## config.mk

```make
export PLATFORM = sky130hd
export DESIGN_NAME = tdpt_divider
export DESIGN_NICKNAME = d
export VERILOG_FILES = /design/src/design/tdpt_divider.sv
export SDC_FILE = /design/constraint.sdc
export NUM_CORES = 1
export LEC_CHECK = 0
export BUFFER_PORTS_ARGS = -buffer_cell sky130_fd_sc_hd__buf_2
export CORE_UTILIZATION = 30
export DETAILED_ROUTE_END_ITERATION = 10
export PLACE_DENSITY = 0.5
export SLEW_MARGIN = 20
export SYNTH_ARGS = -nofsm -noshare
export SYNTH_HDL_FRONTEND = slang
export SYNTH_SLANG_ARGS = --single-unit
```

## constraint.sdc

```tcl
create_clock -name clk -period 8.3 [get_ports clk]
set_clock_uncertainty 0.2 [all_clocks]
set_input_delay 1.66 -clock clk [delete_from_list [all_inputs] [get_ports clk]]
set_output_delay 1.66 -clock clk [all_outputs]
set_load 0.005 [all_outputs]
```

## src/design/tdpt_divider.sv

```systemverilog
// ----------------------------------------------------------------------------
// tdpt_divider
// Restoring remainder unit, one quotient bit per cycle.
// ----------------------------------------------------------------------------
`default_nettype none
module tdpt_divider #(
    parameter int NW = 32,
    parameter int PW = 17
) (
    input  wire logic          clk,
    input  wire logic          rst_n,
    input  wire logic          start,
    input  wire logic [NW-1:0] dividend,
    input  wire logic [PW-1:0] divisor,
    output logic               done,
    output logic [PW-1:0]      remainder
);
    localparam int CW = $clog2(NW + 1);

    logic [NW-1:0] quo_reg;
    logic [PW:0]   rem_reg;
    logic [PW-1:0] div_reg;
    logic [CW-1:0] cnt_reg;
    logic          busy_reg;
    logic [PW:0]   trial;
    logic [PW:0]   diff;

    assign trial = {rem_reg[PW-1:0], quo_reg[NW-1]};
    assign diff  = trial - {1'b0, div_reg};

    always_ff @(posedge clk or negedge rst_n)
    begin
        if (!rst_n)
        begin
            busy_reg <= 1'b0;
            done     <= 1'b0;
            cnt_reg  <= '0;
        end
        else
        begin
            if (start)
            begin
                busy_reg <= 1'b1;
                cnt_reg  <= CW'(NW);
                done     <= 1'b0;
            end
            else if (busy_reg)
            begin
                cnt_reg <= cnt_reg - 1'b1;
                done    <= (cnt_reg == CW'(1));
                if (cnt_reg == CW'(1))
                    busy_reg <= 1'b0;
            end
            else
                done <= 1'b0;
        end
    end

    always_ff @(posedge clk)
    begin
        if (start)
        begin
            quo_reg <= dividend;
            rem_reg <= '0;
            div_reg <= divisor;
        end
        else if (busy_reg)
        begin
            quo_reg <= {quo_reg[NW-2:0], 1'b0};
            rem_reg <= diff[PW] ? trial : diff;
        end
    end

    assign remainder = rem_reg[PW-1:0];
endmodule
`default_nettype wire

```

==> results of run 1 <==
logic make-up after synthesis:
kind of cell               after synthesis
adders and majority gates               20
buffers and inverters                   39
DFF                                     74
AOI/OAI and AO/OA                       65
muxes                                   33
xor gates and xnor gates                19
and+or+nand+nor                        112
worst max-delay path by stage:
stage | startpoint | to | slack, ps | cells past startpoint
finish | start | quo_reg[22]$_DFFE_PP_ | 5010 | 3
detailed placement | start | quo_reg[22]$_DFFE_PP_ | 4610 | 3
global route | div_reg[10]$_DFFE_PP_ | rem_reg[2]$_SDFFE_PP0P_ | 4840 | 9
CTS | start | quo_reg[22]$_DFFE_PP_ | 5000 | 3
floorplan | start | quo_reg[0]$_SDFFCE_PN0P_ | 5030 | 3
global placement | start | quo_reg[7]$_DFFE_PP_ | 4440 | 3
Yosys cell counts (all sizes together), types with 5 or more instances:
cell    instances  area (um^2)
edfxtp         49         1470
nand2          38          160
mux2           31          349
nor2           30          113
inv            24         90.1
ha             19          238
a21oi          18         97.6
dfxtp          17          340
xnor2          11          123
a311oi         10          131
buf             9         61.3
nand3           9         45.0
dfrtp           8          200
nand2b          8         50.1
o21ai           8         40.0
xor2            8         70.1
clkbuf          6         22.5
a21o            5         37.5
a31oi           5         31.3
nor3            5         25.0
final cells by class:
| class | count | area [um^2] | share of cell area |
|---|---|---|---|
| Clock buffer | 9 | 225 | 0.0465 |
| Multi-Input combinational cell | 249 | 1870 | 0.385 |
| Tap cell | 176 | 220 | 0.0455 |
| Sequential cell | 74 | 2010 | 0.415 |
| Inverter | 24 | 90.1 | 0.0186 |
| Timing Repair Buffer | 71 | 360 | 0.0744 |
| Clock inverter | 7 | 68.8 | 0.0142 |
power by group through the flow:
stage | Clock, W | Combinational, W | Sequential, W
after floorplan | 0 | 0.000448 | 0.000525
after global placement | 0 | 0.000554 | 0.000543
after detailed placement | 0 | 0.000552 | 0.000543
after CTS | 0.000397 | 0.000556 | 0.000536
after global routing | 0.000410 | 0.000616 | 0.000546
final | 0.000385 | 0.000551 | 0.000534
stage by stage:
step | setup WS [ps] | total power [W] | std cells | area, um^2 | hold slack, ps
2_1_floorplan | 5030 | 0.000973 | 362 | 4050 | 285
3_3_place_gp | 4440 | 0.00110 | 594 | 4550 | 318
3_5_place_dp | 4610 | 0.00109 | 594 | 4550 | 322
4_1_cts | 5000 | 0.00149 | 610 | 4840 | 335
5_1_grt | 4840 | 0.00157 | 610 | 4840 | 359
6_report | 5010 | 0.00147 | 610 | 4840 | 326
worst max-delay path, cell delays in order:
cell and delay [ps]:
buf_2 450, buf_4 620, mux2_2 420
routing by layer:
layer | vias up | wire length, um
li1 | 1447 | -
met1 | 1351 | 4160
met2 | 53 | 3960
met3 | 13 | 256
met4 | 0 | 170
met5 | - | 0
==> impl_metrics.env, run 1 <==
export IMPL_cts_sink_count=74
export IMPL_syn_area_mm2=0.00405
export IMPL_hold_path_end="rem_reg[1]$_SDFFE_PP0P_"
export IMPL_tightest_slew_ps=732
export IMPL_grt_pass1_wl_um=14100
export IMPL_synth_edff_count=49
export IMPL_switching_share=0.355
export IMPL_area_growth_pct=19.5
export IMPL_whs_path_depth=2
export IMPL_grt_start_max_net_pins=50
export IMPL_power_frac_seq=0.363
export IMPL_cts_hold_buf=0
export IMPL_synth_yosys_warnings=0
export IMPL_rows=42
export IMPL_synth_flop_cell="edfxtp_1"
export IMPL_layout_common_cells="buf_2 (69), edfxtp_1 (49), mux2_2 (31), nand2_1 (31), nor2_1 (30)"
export IMPL_relSlewSlack=0.510
export IMPL_hold_class="reg2reg"
export IMPL_ys_types=58
export IMPL_ys_ff_latch=74
export IMPL_status="completed"
export IMPL_synthXorXnorAreaFrac=0.0475
export IMPL_grt_overflow=0
export IMPL_post_drt_wl_per_cell_um=14.0
export IMPL_wl_um=8550
export IMPL_synth_top_family_by_area="simple AND/OR/NAND/NOR gates"
export IMPL_hold_start="rem_reg[1]$_SDFFE_PP0P_"
export IMPL_cts_htree_levels=3
export IMPL_num_io_pins=70
export IMPL_first_pass_iters=4
export IMPL_intPower_w=0.000948
export IMPL_synth_area_per_cell_um2=11.2
export IMPL_numCtsBuffers=9
export IMPL_final_nets=501
export IMPL_p_leak_nw=2.04
export IMPL_timing_rr_end="rem_reg[2]$_SDFFE_PP0P_"
export IMPL_arrival_ps=3180
export IMPL_drt_iter0_drc=105
export IMPL_grt_usage=0.131
export IMPL_ant_nets=0
export IMPL_clk_latency_ps=340
export IMPL_initial_utilization=0.307
export IMPL_die_area_mm2=0.0140
export IMPL_cts_resized=0
export IMPL_p_clk_frac=0.262
export IMPL_layout_drive_gt1_share=0.320
export IMPL_cts_tree="done"
export IMPL_finalCritPeriodShare=0.396
export IMPL_drv_slew=0
export IMPL_use_met1=0.173
export IMPL_gp_congestion=0.798
export IMPL_worstReg2RegStart="rem_reg[9]$_SDFFE_PP0P_"
export IMPL_synthArstFlopShare=0.108
export IMPL_syn_inst=362
export IMPL_p_switching_w=0.000522
export IMPL_combinationalPowerShare=0.375
export IMPL_largest_reg_flops=32
export IMPL_grt_use_met3=0.0241
export IMPL_synthMuxAreaShare=0.0911
export IMPL_crit_type="in2reg"
export IMPL_clk_pin_slew_ps=60
export IMPL_grt_setup_unrepaired="no"
export IMPL_coreArea_mm2=0.0132
export IMPL_r2r_cells=8
export IMPL_drc_errors=0
export IMPL_post_cts_setup_buffers=0
export IMPL_synth_yosys_seq_area_share=0.496
export IMPL_tns_ps=0
export IMPL_setup_viol=0
export IMPL_grt_use_met2=0.203
export IMPL_yosys_area_share_simple=0.137
export IMPL_period_needed_ps=3290
export IMPL_fp_dieH_um=118
export IMPL_r2r_slack_ps=5070
export IMPL_hold_viol_final=0
export IMPL_synth_compound_area_frac=0.121
export IMPL_worstPathRequired_ps=8190
export IMPL_cp_start_kind="input port"
export IMPL_synth_fp_nets=434
export IMPL_mostFrequentLayoutCell="buf_2"
export IMPL_grt_pass1_vias=2827
export IMPL_busiest_layer="met2"
export IMPL_antenna_found_initial=0
export IMPL_worst_setup_path_end_kind="flip-flop"
export IMPL_vias=2864
export IMPL_dpl_hpwl_um=6030
export IMPL_max_vdd_ir_drop_mv=0.136
export IMPL_cts_root_buffer="clkbuf_16"
export IMPL_antenna_cells=0
export IMPL_drv_cap=0
export IMPL_synthAdderAreaFrac=0.0636
export IMPL_via_per_inst=4.70
export IMPL_postLayoutCoreUtil=0.367
export IMPL_cp_max_fo=49
export IMPL_port_buffers=69
export IMPL_cellPowerDensity_mw_per_mm2=304
export IMPL_maxClockFrequency_ghz=0.304
export IMPL_clockBufferDepth=2
export IMPL_die_x_um=118
export IMPL_fill_cells=1321
Power figures use the tool's default switching activity.
==> run 2: changes to the inputs <==
--- a/config.mk
+++ b/config.mk
@@ -8,7 +8,7 @@
 export BUFFER_PORTS_ARGS = -buffer_cell sky130_fd_sc_hd__buf_2
 export CORE_UTILIZATION = 30
 export DETAILED_ROUTE_END_ITERATION = 10
-export PLACE_DENSITY = 0.5
+export PLACE_DENSITY = 0.52
 export SLEW_MARGIN = 20
 export SYNTH_ARGS = -nofsm -noshare
 export SYNTH_HDL_FRONTEND = slang
==> constraint.sdc (replaced) <==
create_clock -name clk -period 2.78 [get_ports clk]
set_clock_uncertainty 0.2 [all_clocks]
set_input_delay 0.556 -clock clk [delete_from_list [all_inputs] [get_ports clk]]
set_output_delay 0.556 -clock clk [all_outputs]
set_load 0.005 [all_outputs]
==> impl_metrics.env, run 2 (synthesized netlist as in run 1, its figures left out) <==
export IMPL_status="completed"
export IMPL_die_x_um=118
export IMPL_slowest_stage="or4_4"
export IMPL_drc_errors=0
export IMPL_gp_congestion=0.851
export IMPL_p_leak_nw=2.25
export IMPL_cts_sink_count=74
export IMPL_maxClockFrequency_ghz=0.362
export IMPL_antenna_found_initial=0
export IMPL_crit_type="reg2reg"
export IMPL_grt_setup_unrepaired="yes"
export IMPL_crit_family="simple AND/OR/NAND/NOR gates"
export IMPL_critPathLaunch="div_reg[10]$_DFFE_PP_"
export IMPL_cts_tree="done"
export IMPL_drv_cap=0
export IMPL_cts_root_buffer="clkbuf_16"
export IMPL_crit_path_end="rem_reg[3]$_SDFFE_PP0P_"
export IMPL_ant_nets=0
export IMPL_drv_slew=0
export IMPL_layout_drive_gt1_share=0.409
export IMPL_port_buffers=69
export IMPL_hold_viol_final=0
export IMPL_first_pass_iters=4
export IMPL_finalInstanceArea_mm2=0.00532
export IMPL_worst_path_stages=10
export IMPL_clk_pin_slew_ps=60
export IMPL_timing_rr_end="rem_reg[3]$_SDFFE_PP0P_"
export IMPL_drt_iter0_drc=152
export IMPL_hold_class="in2reg"
export IMPL_worst_slack_ps=16.8
export IMPL_relSlewSlack=0.633
export IMPL_grt_start_max_net_pins=33
export IMPL_slowest_delay_ps=590
export IMPL_dpl_hpwl_um=6670
export IMPL_tightest_slew_ps=543
export IMPL_cp_max_fo=5
export IMPL_path_buf_inv=2
export IMPL_r2r_slack_ps=20
export IMPL_vias=3016
export IMPL_final_nets=537
export IMPL_rows=42
export IMPL_layout_common_cells="buf_2 (69), edfxtp_1 (49), mux2_2 (31), buf_4 (31)"
export IMPL_cts_htree_levels=3
export IMPL_worstReg2RegStart="div_reg[10]$_DFFE_PP_"
export IMPL_numCtsBuffers=9
export IMPL_arrival_ps=2820
export IMPL_post_drt_wl_per_cell_um=14.2
export IMPL_cp_cell_sequence="inv_2 > ha_4 > a21oi_4 > o21ai_2 > a31o_1 > or4_4 > xnor2_4 > buf_6 > nand2_1 > a311oi_2"
export IMPL_r2r_cells=10
export IMPL_largest_reg_flops=32
export IMPL_finalCritPeriodShare=0.994
export IMPL_num_io_pins=70
export IMPL_postLayoutCoreUtil=0.403
export IMPL_worst_setup_path_end_kind="flip-flop"
export IMPL_max_vdd_ir_drop_mv=0.294
export IMPL_coreArea_mm2=0.0132
export IMPL_area_growth_pct=31.2
export IMPL_pre_cts_slack_ps=-36.1
export IMPL_clockBufferDepth=2
export IMPL_worstPathRequired_ps=2840
export IMPL_grt_pass1_vias=2928
export IMPL_period_needed_ps=2760
export IMPL_mostFrequentLayoutCell="buf_2"
export IMPL_cp_start_kind="flip-flop"
export IMPL_setup_viol=0
export IMPL_die_area_mm2=0.0140
export IMPL_antenna_cells=0
export IMPL_placed_area_mm2=0.00478
export IMPL_via_per_inst=4.67
export IMPL_clk_latency_ps=340
export IMPL_grt_usage=0.136
export IMPL_wl_um=9160
export IMPL_fp_dieH_um=118
export IMPL_initial_utilization=0.307
export IMPL_grt_pass1_wl_um=14700
export IMPL_cellPowerDensity_mw_per_mm2=949
export IMPL_grt_overflow=0
-- run 2: cell types whose count changed in the layout (fill, tap and decap cells not counted), sizes merged --
cell         change
buf             +34
clkinv           -4
inv              +4
clkbuf           +1
dlygate4sd3      +1
-- run 2: worst register-to-register path: stages, from the launching register on --
cell	delay (ps)
edfxtp_1	380
inv_2	80
ha_4	210
a21oi_4	160
o21ai_2	90
a31o_1	180
or4_4	590
xnor2_4	310
buf_6	180
nand2_1	80
a311oi_2	230
-- run 2: per-layer routing --
metal  share of wire  up-vias  track usage
met2            0.47       51        0.210
met4           0.024        0       0.0633
met3           0.029       16       0.0290
met5               0        -            0
li1                -     1523            -
met1            0.48     1426        0.181
-- run 2: cell type report --
type / count / area (um^2)
Clock inverter: 7 / 83.8
Clock buffer: 9 / 225
Multi-Input combinational cell: 249 / 2000
Inverter: 24 / 90.1
Fill cell: 1294 / 7880
Tap cell: 176 / 220
Sequential cell: 74 / 2010
Timing Repair Buffer: 107 / 687
-- run 2: repair_timing --
action,in CTS,in global routing
resized for setup,3,27
hold buffers,1,0
cloned,0,1
pin swaps,2,11
buffers inserted,0,5
endpoints found under the hold margin,8,0
endpoints found under the setup margin,4,17
-- run 2: how the worst min path moves through the flow --
stage                          start                      to  slack [ps]  cells after the start
after floorplan                rst_n      busy_reg$_DFF_PN0_          60                      0
after global placement         rst_n  cnt_reg[4]$_DFFE_PN0P_         210                      1
after detailed placement       rst_n  cnt_reg[4]$_DFFE_PN0P_         210                      1
after CTS                 divisor[5]    div_reg[5]$_DFFE_PP_         170                      1
after global routing      divisor[9]    div_reg[9]$_DFFE_PP_         170                      1
final                     divisor[5]    div_reg[5]$_DFFE_PP_         180                      1
-- run 2: report_power, final --
| group | total [W] | switching (W) | internal (W) |
|---|---|---|---|
| combinational | 0.00224 | 0.00110 | 0.00114 |
| clock | 0.00123 | 0.000511 | 0.000714 |
| sequential | 0.00157 | 0.000162 | 0.00141 |
-- run 2: metrics by stage --
step           hold slack [ps]  TNS (ps)  power, W  cells
2_1_floorplan             60.4         0   0.00290    362
3_3_place_gp               210         0   0.00352    623
3_5_place_dp               210     -36.1   0.00354    623
4_1_cts                    172         0   0.00482    640
5_1_grt                    175      -987   0.00537    646
6_report                   185         0   0.00504    646
==> run 3: changes to the inputs <==
==> constraint.sdc (replaced) <==
create_clock -name clk -period 2.4 [get_ports clk]
set_clock_uncertainty 0.2 [all_clocks]
set_input_delay 0.48 -clock clk [delete_from_list [all_inputs] [get_ports clk]]
set_output_delay 0.48 -clock clk [all_outputs]
set_load 0.005 [all_outputs]
==> impl_metrics.env, run 3 (synthesized netlist as in run 1, its figures left out) <==
export IMPL_status="finished, violations left"
export IMPL_violations="negative setup slack"
export IMPL_ff_latch_area_mm2=0.00201
export IMPL_first_pass_iters=4
export IMPL_r2r_cells=11
export IMPL_final_nets=565
export IMPL_fp_dieH_um=118
export IMPL_crit_path_frequent_cell="buf_6"
export IMPL_clk_pin_slew_ps=60
export IMPL_cp_cell_sequence="inv_1 > ha_1 > and3_1 > nand3_2 > nor2_2 > or4_4 > xnor2_4 > buf_6 > buf_6 > nand2_4 > a311oi_2"
export IMPL_hold_viol_final=0
export IMPL_drc_errors=0
export IMPL_cts_htree_levels=3
export IMPL_placed_area_mm2=0.00505
export IMPL_slowest_stage="or4_4"
export IMPL_crit_type="reg2reg"
export IMPL_worst_slack_ps=-267
export IMPL_clk_latency_ps=330
export IMPL_cts_sink_count=74
export IMPL_worstReg2RegStart="div_reg[15]$_DFFE_PP_"
export IMPL_wl_um=9510
export IMPL_finalCritPeriodShare=1.11
export IMPL_finalInstanceArea_mm2=0.00554
export IMPL_gp_congestion=0.881
export IMPL_numCtsBuffers=9
export IMPL_p_leak_nw=2.40
export IMPL_maxClockFrequency_ghz=0.375
export IMPL_tns_ps=-3460
export IMPL_multi_input_area_mm2=0.00204
export IMPL_die_area_mm2=0.0140
export IMPL_worst_path_stages=11
export IMPL_grt_pass1_vias=3193
export IMPL_critPathLaunch="div_reg[15]$_DFFE_PP_"
export IMPL_cellPowerDensity_mw_per_mm2=1070
export IMPL_mostFrequentLayoutCell="buf_2"
export IMPL_num_io_pins=70
export IMPL_max_vdd_ir_drop_mv=0.451
export IMPL_relSlewSlack=0.536
export IMPL_clockBufferDepth=2
export IMPL_timing_rr_end="rem_reg[5]$_SDFFE_PP0P_"
export IMPL_tightest_slew_ps=694
export IMPL_rows=42
export IMPL_cp_start_kind="flip-flop"
export IMPL_grt_usage=0.141
export IMPL_largest_reg_flops=32
export IMPL_layout_drive_gt1_share=0.444
export IMPL_die_x_um=118
export IMPL_cts_root_buffer="clkbuf_16"
export IMPL_cts_tree="done"
export IMPL_arrival_ps=2710
export IMPL_dpl_hpwl_um=7020
export IMPL_hold_class="in2reg"
export IMPL_antenna_found_initial=0
export IMPL_vias=3176
export IMPL_grt_pass1_wl_um=15400
export IMPL_drv_slew=0
export IMPL_slowest_delay_ps=590
export IMPL_drt_iter0_drc=112
export IMPL_grt_setup_unrepaired="yes"
export IMPL_grt_start_max_net_pins=42
export IMPL_ant_nets=0
export IMPL_area_growth_pct=36.7
export IMPL_port_buffers=69
export IMPL_post_drt_wl_per_cell_um=14.1
export IMPL_via_per_inst=4.71
export IMPL_worst_setup_path_end_kind="flip-flop"
export IMPL_crit_family="simple AND/OR/NAND/NOR gates"
export IMPL_fill_cells=1293
export IMPL_cp_max_fo=4
export IMPL_drv_cap=0
export IMPL_coreArea_mm2=0.0132
export IMPL_path_buf_inv=3
export IMPL_r2r_slack_ps=-270
export IMPL_setup_viol=17
export IMPL_period_needed_ps=2670
export IMPL_layout_common_cells="buf_2 (69), buf_4 (58), edfxtp_1 (49)"
export IMPL_antenna_cells=0
export IMPL_initial_utilization=0.307
export IMPL_worstPathRequired_ps=2440
export IMPL_crit_path_end="rem_reg[5]$_SDFFE_PP0P_"
export IMPL_grt_overflow=0
[run 3: metrics by stage]
step,std cells,utilization,power (W),hold slack (ps),setup WS [ps]
global route,674,0.420,0.00634,106,-391
detailed placement,657,0.383,0.00436,135,-346
finish,674,0.420,0.00594,119,-267
global placement,657,0.383,0.00433,131,-317
floorplan,362,-,0.00337,-15.6,-344
CTS,674,0.411,0.00584,108,-310
[run 3: final cells by class]
type                       instances  area share
sequential                        74       0.363
clock buffer                       9      0.0406
timing repair buffer             135       0.160
inverter                          24      0.0163
multi-input combinational        249       0.368
clock inverter                     7      0.0124
tap                              176      0.0397
[run 3: what timing repair did]
action | 4_1_cts | 5_1_grt
hold buffers | 1 | 0
gates resized for setup | 13 | 20
pin swaps | 7 | 4
endpoints found under the hold margin | 8 | 0
setup endpoints to repair | 17 | 17
buffers inserted | 0 | 0
[run 3: worst reg2reg max path: cells and delay by family, from the launching register on]
family                   cells  cell delay, ps
AO/OA/AOI/OAI                1             250
AND/OR/NAND/NOR              5            1020
flip-flops                   1             320
adder cells (fa/ha/maj)      1             320
buffers and inverters        3             280
XOR/XNOR                     1             190
[run 3: routing by layer]
metal	part of all wire	wire [um]	track usage	vias up
li1	-	-	-	1578
met1	0.46	4400	0.185	1541
met2	0.49	4670	0.224	44
met3	0.028	270	0.0275	13
met4	0.018	171	0.0625	0
met5	0	0	0	-
[run 3: worst min-delay path by stage]
| stage | depth (start not counted) | slack, ps | to | startpoint |
|---|---|---|---|---|
| after global routing | 1 | 110 | div_reg[13]$_DFFE_PP_ | divisor[13] |
| after detailed placement | 1 | 130 | done$_DFF_PN0_ | rst_n |
| final | 1 | 120 | div_reg[13]$_DFFE_PP_ | divisor[13] |
| after CTS | 1 | 110 | div_reg[2]$_DFFE_PP_ | divisor[2] |
| after floorplan | 0 | -20 | busy_reg$_DFF_PN0_ | rst_n |
| after global placement | 1 | 130 | done$_DFF_PN0_ | rst_n |
[run 3: report_power, final]
part / total [W] / switching [W] / leakage (nW) / internal [W]
registers: 0.00180 / 0.000167 / 0.742 / 0.00163
logic: 0.00280 / 0.00137 / 1.53 / 0.00144
clock network: 0.00134 / 0.000537 / 0.133 / 0.000801
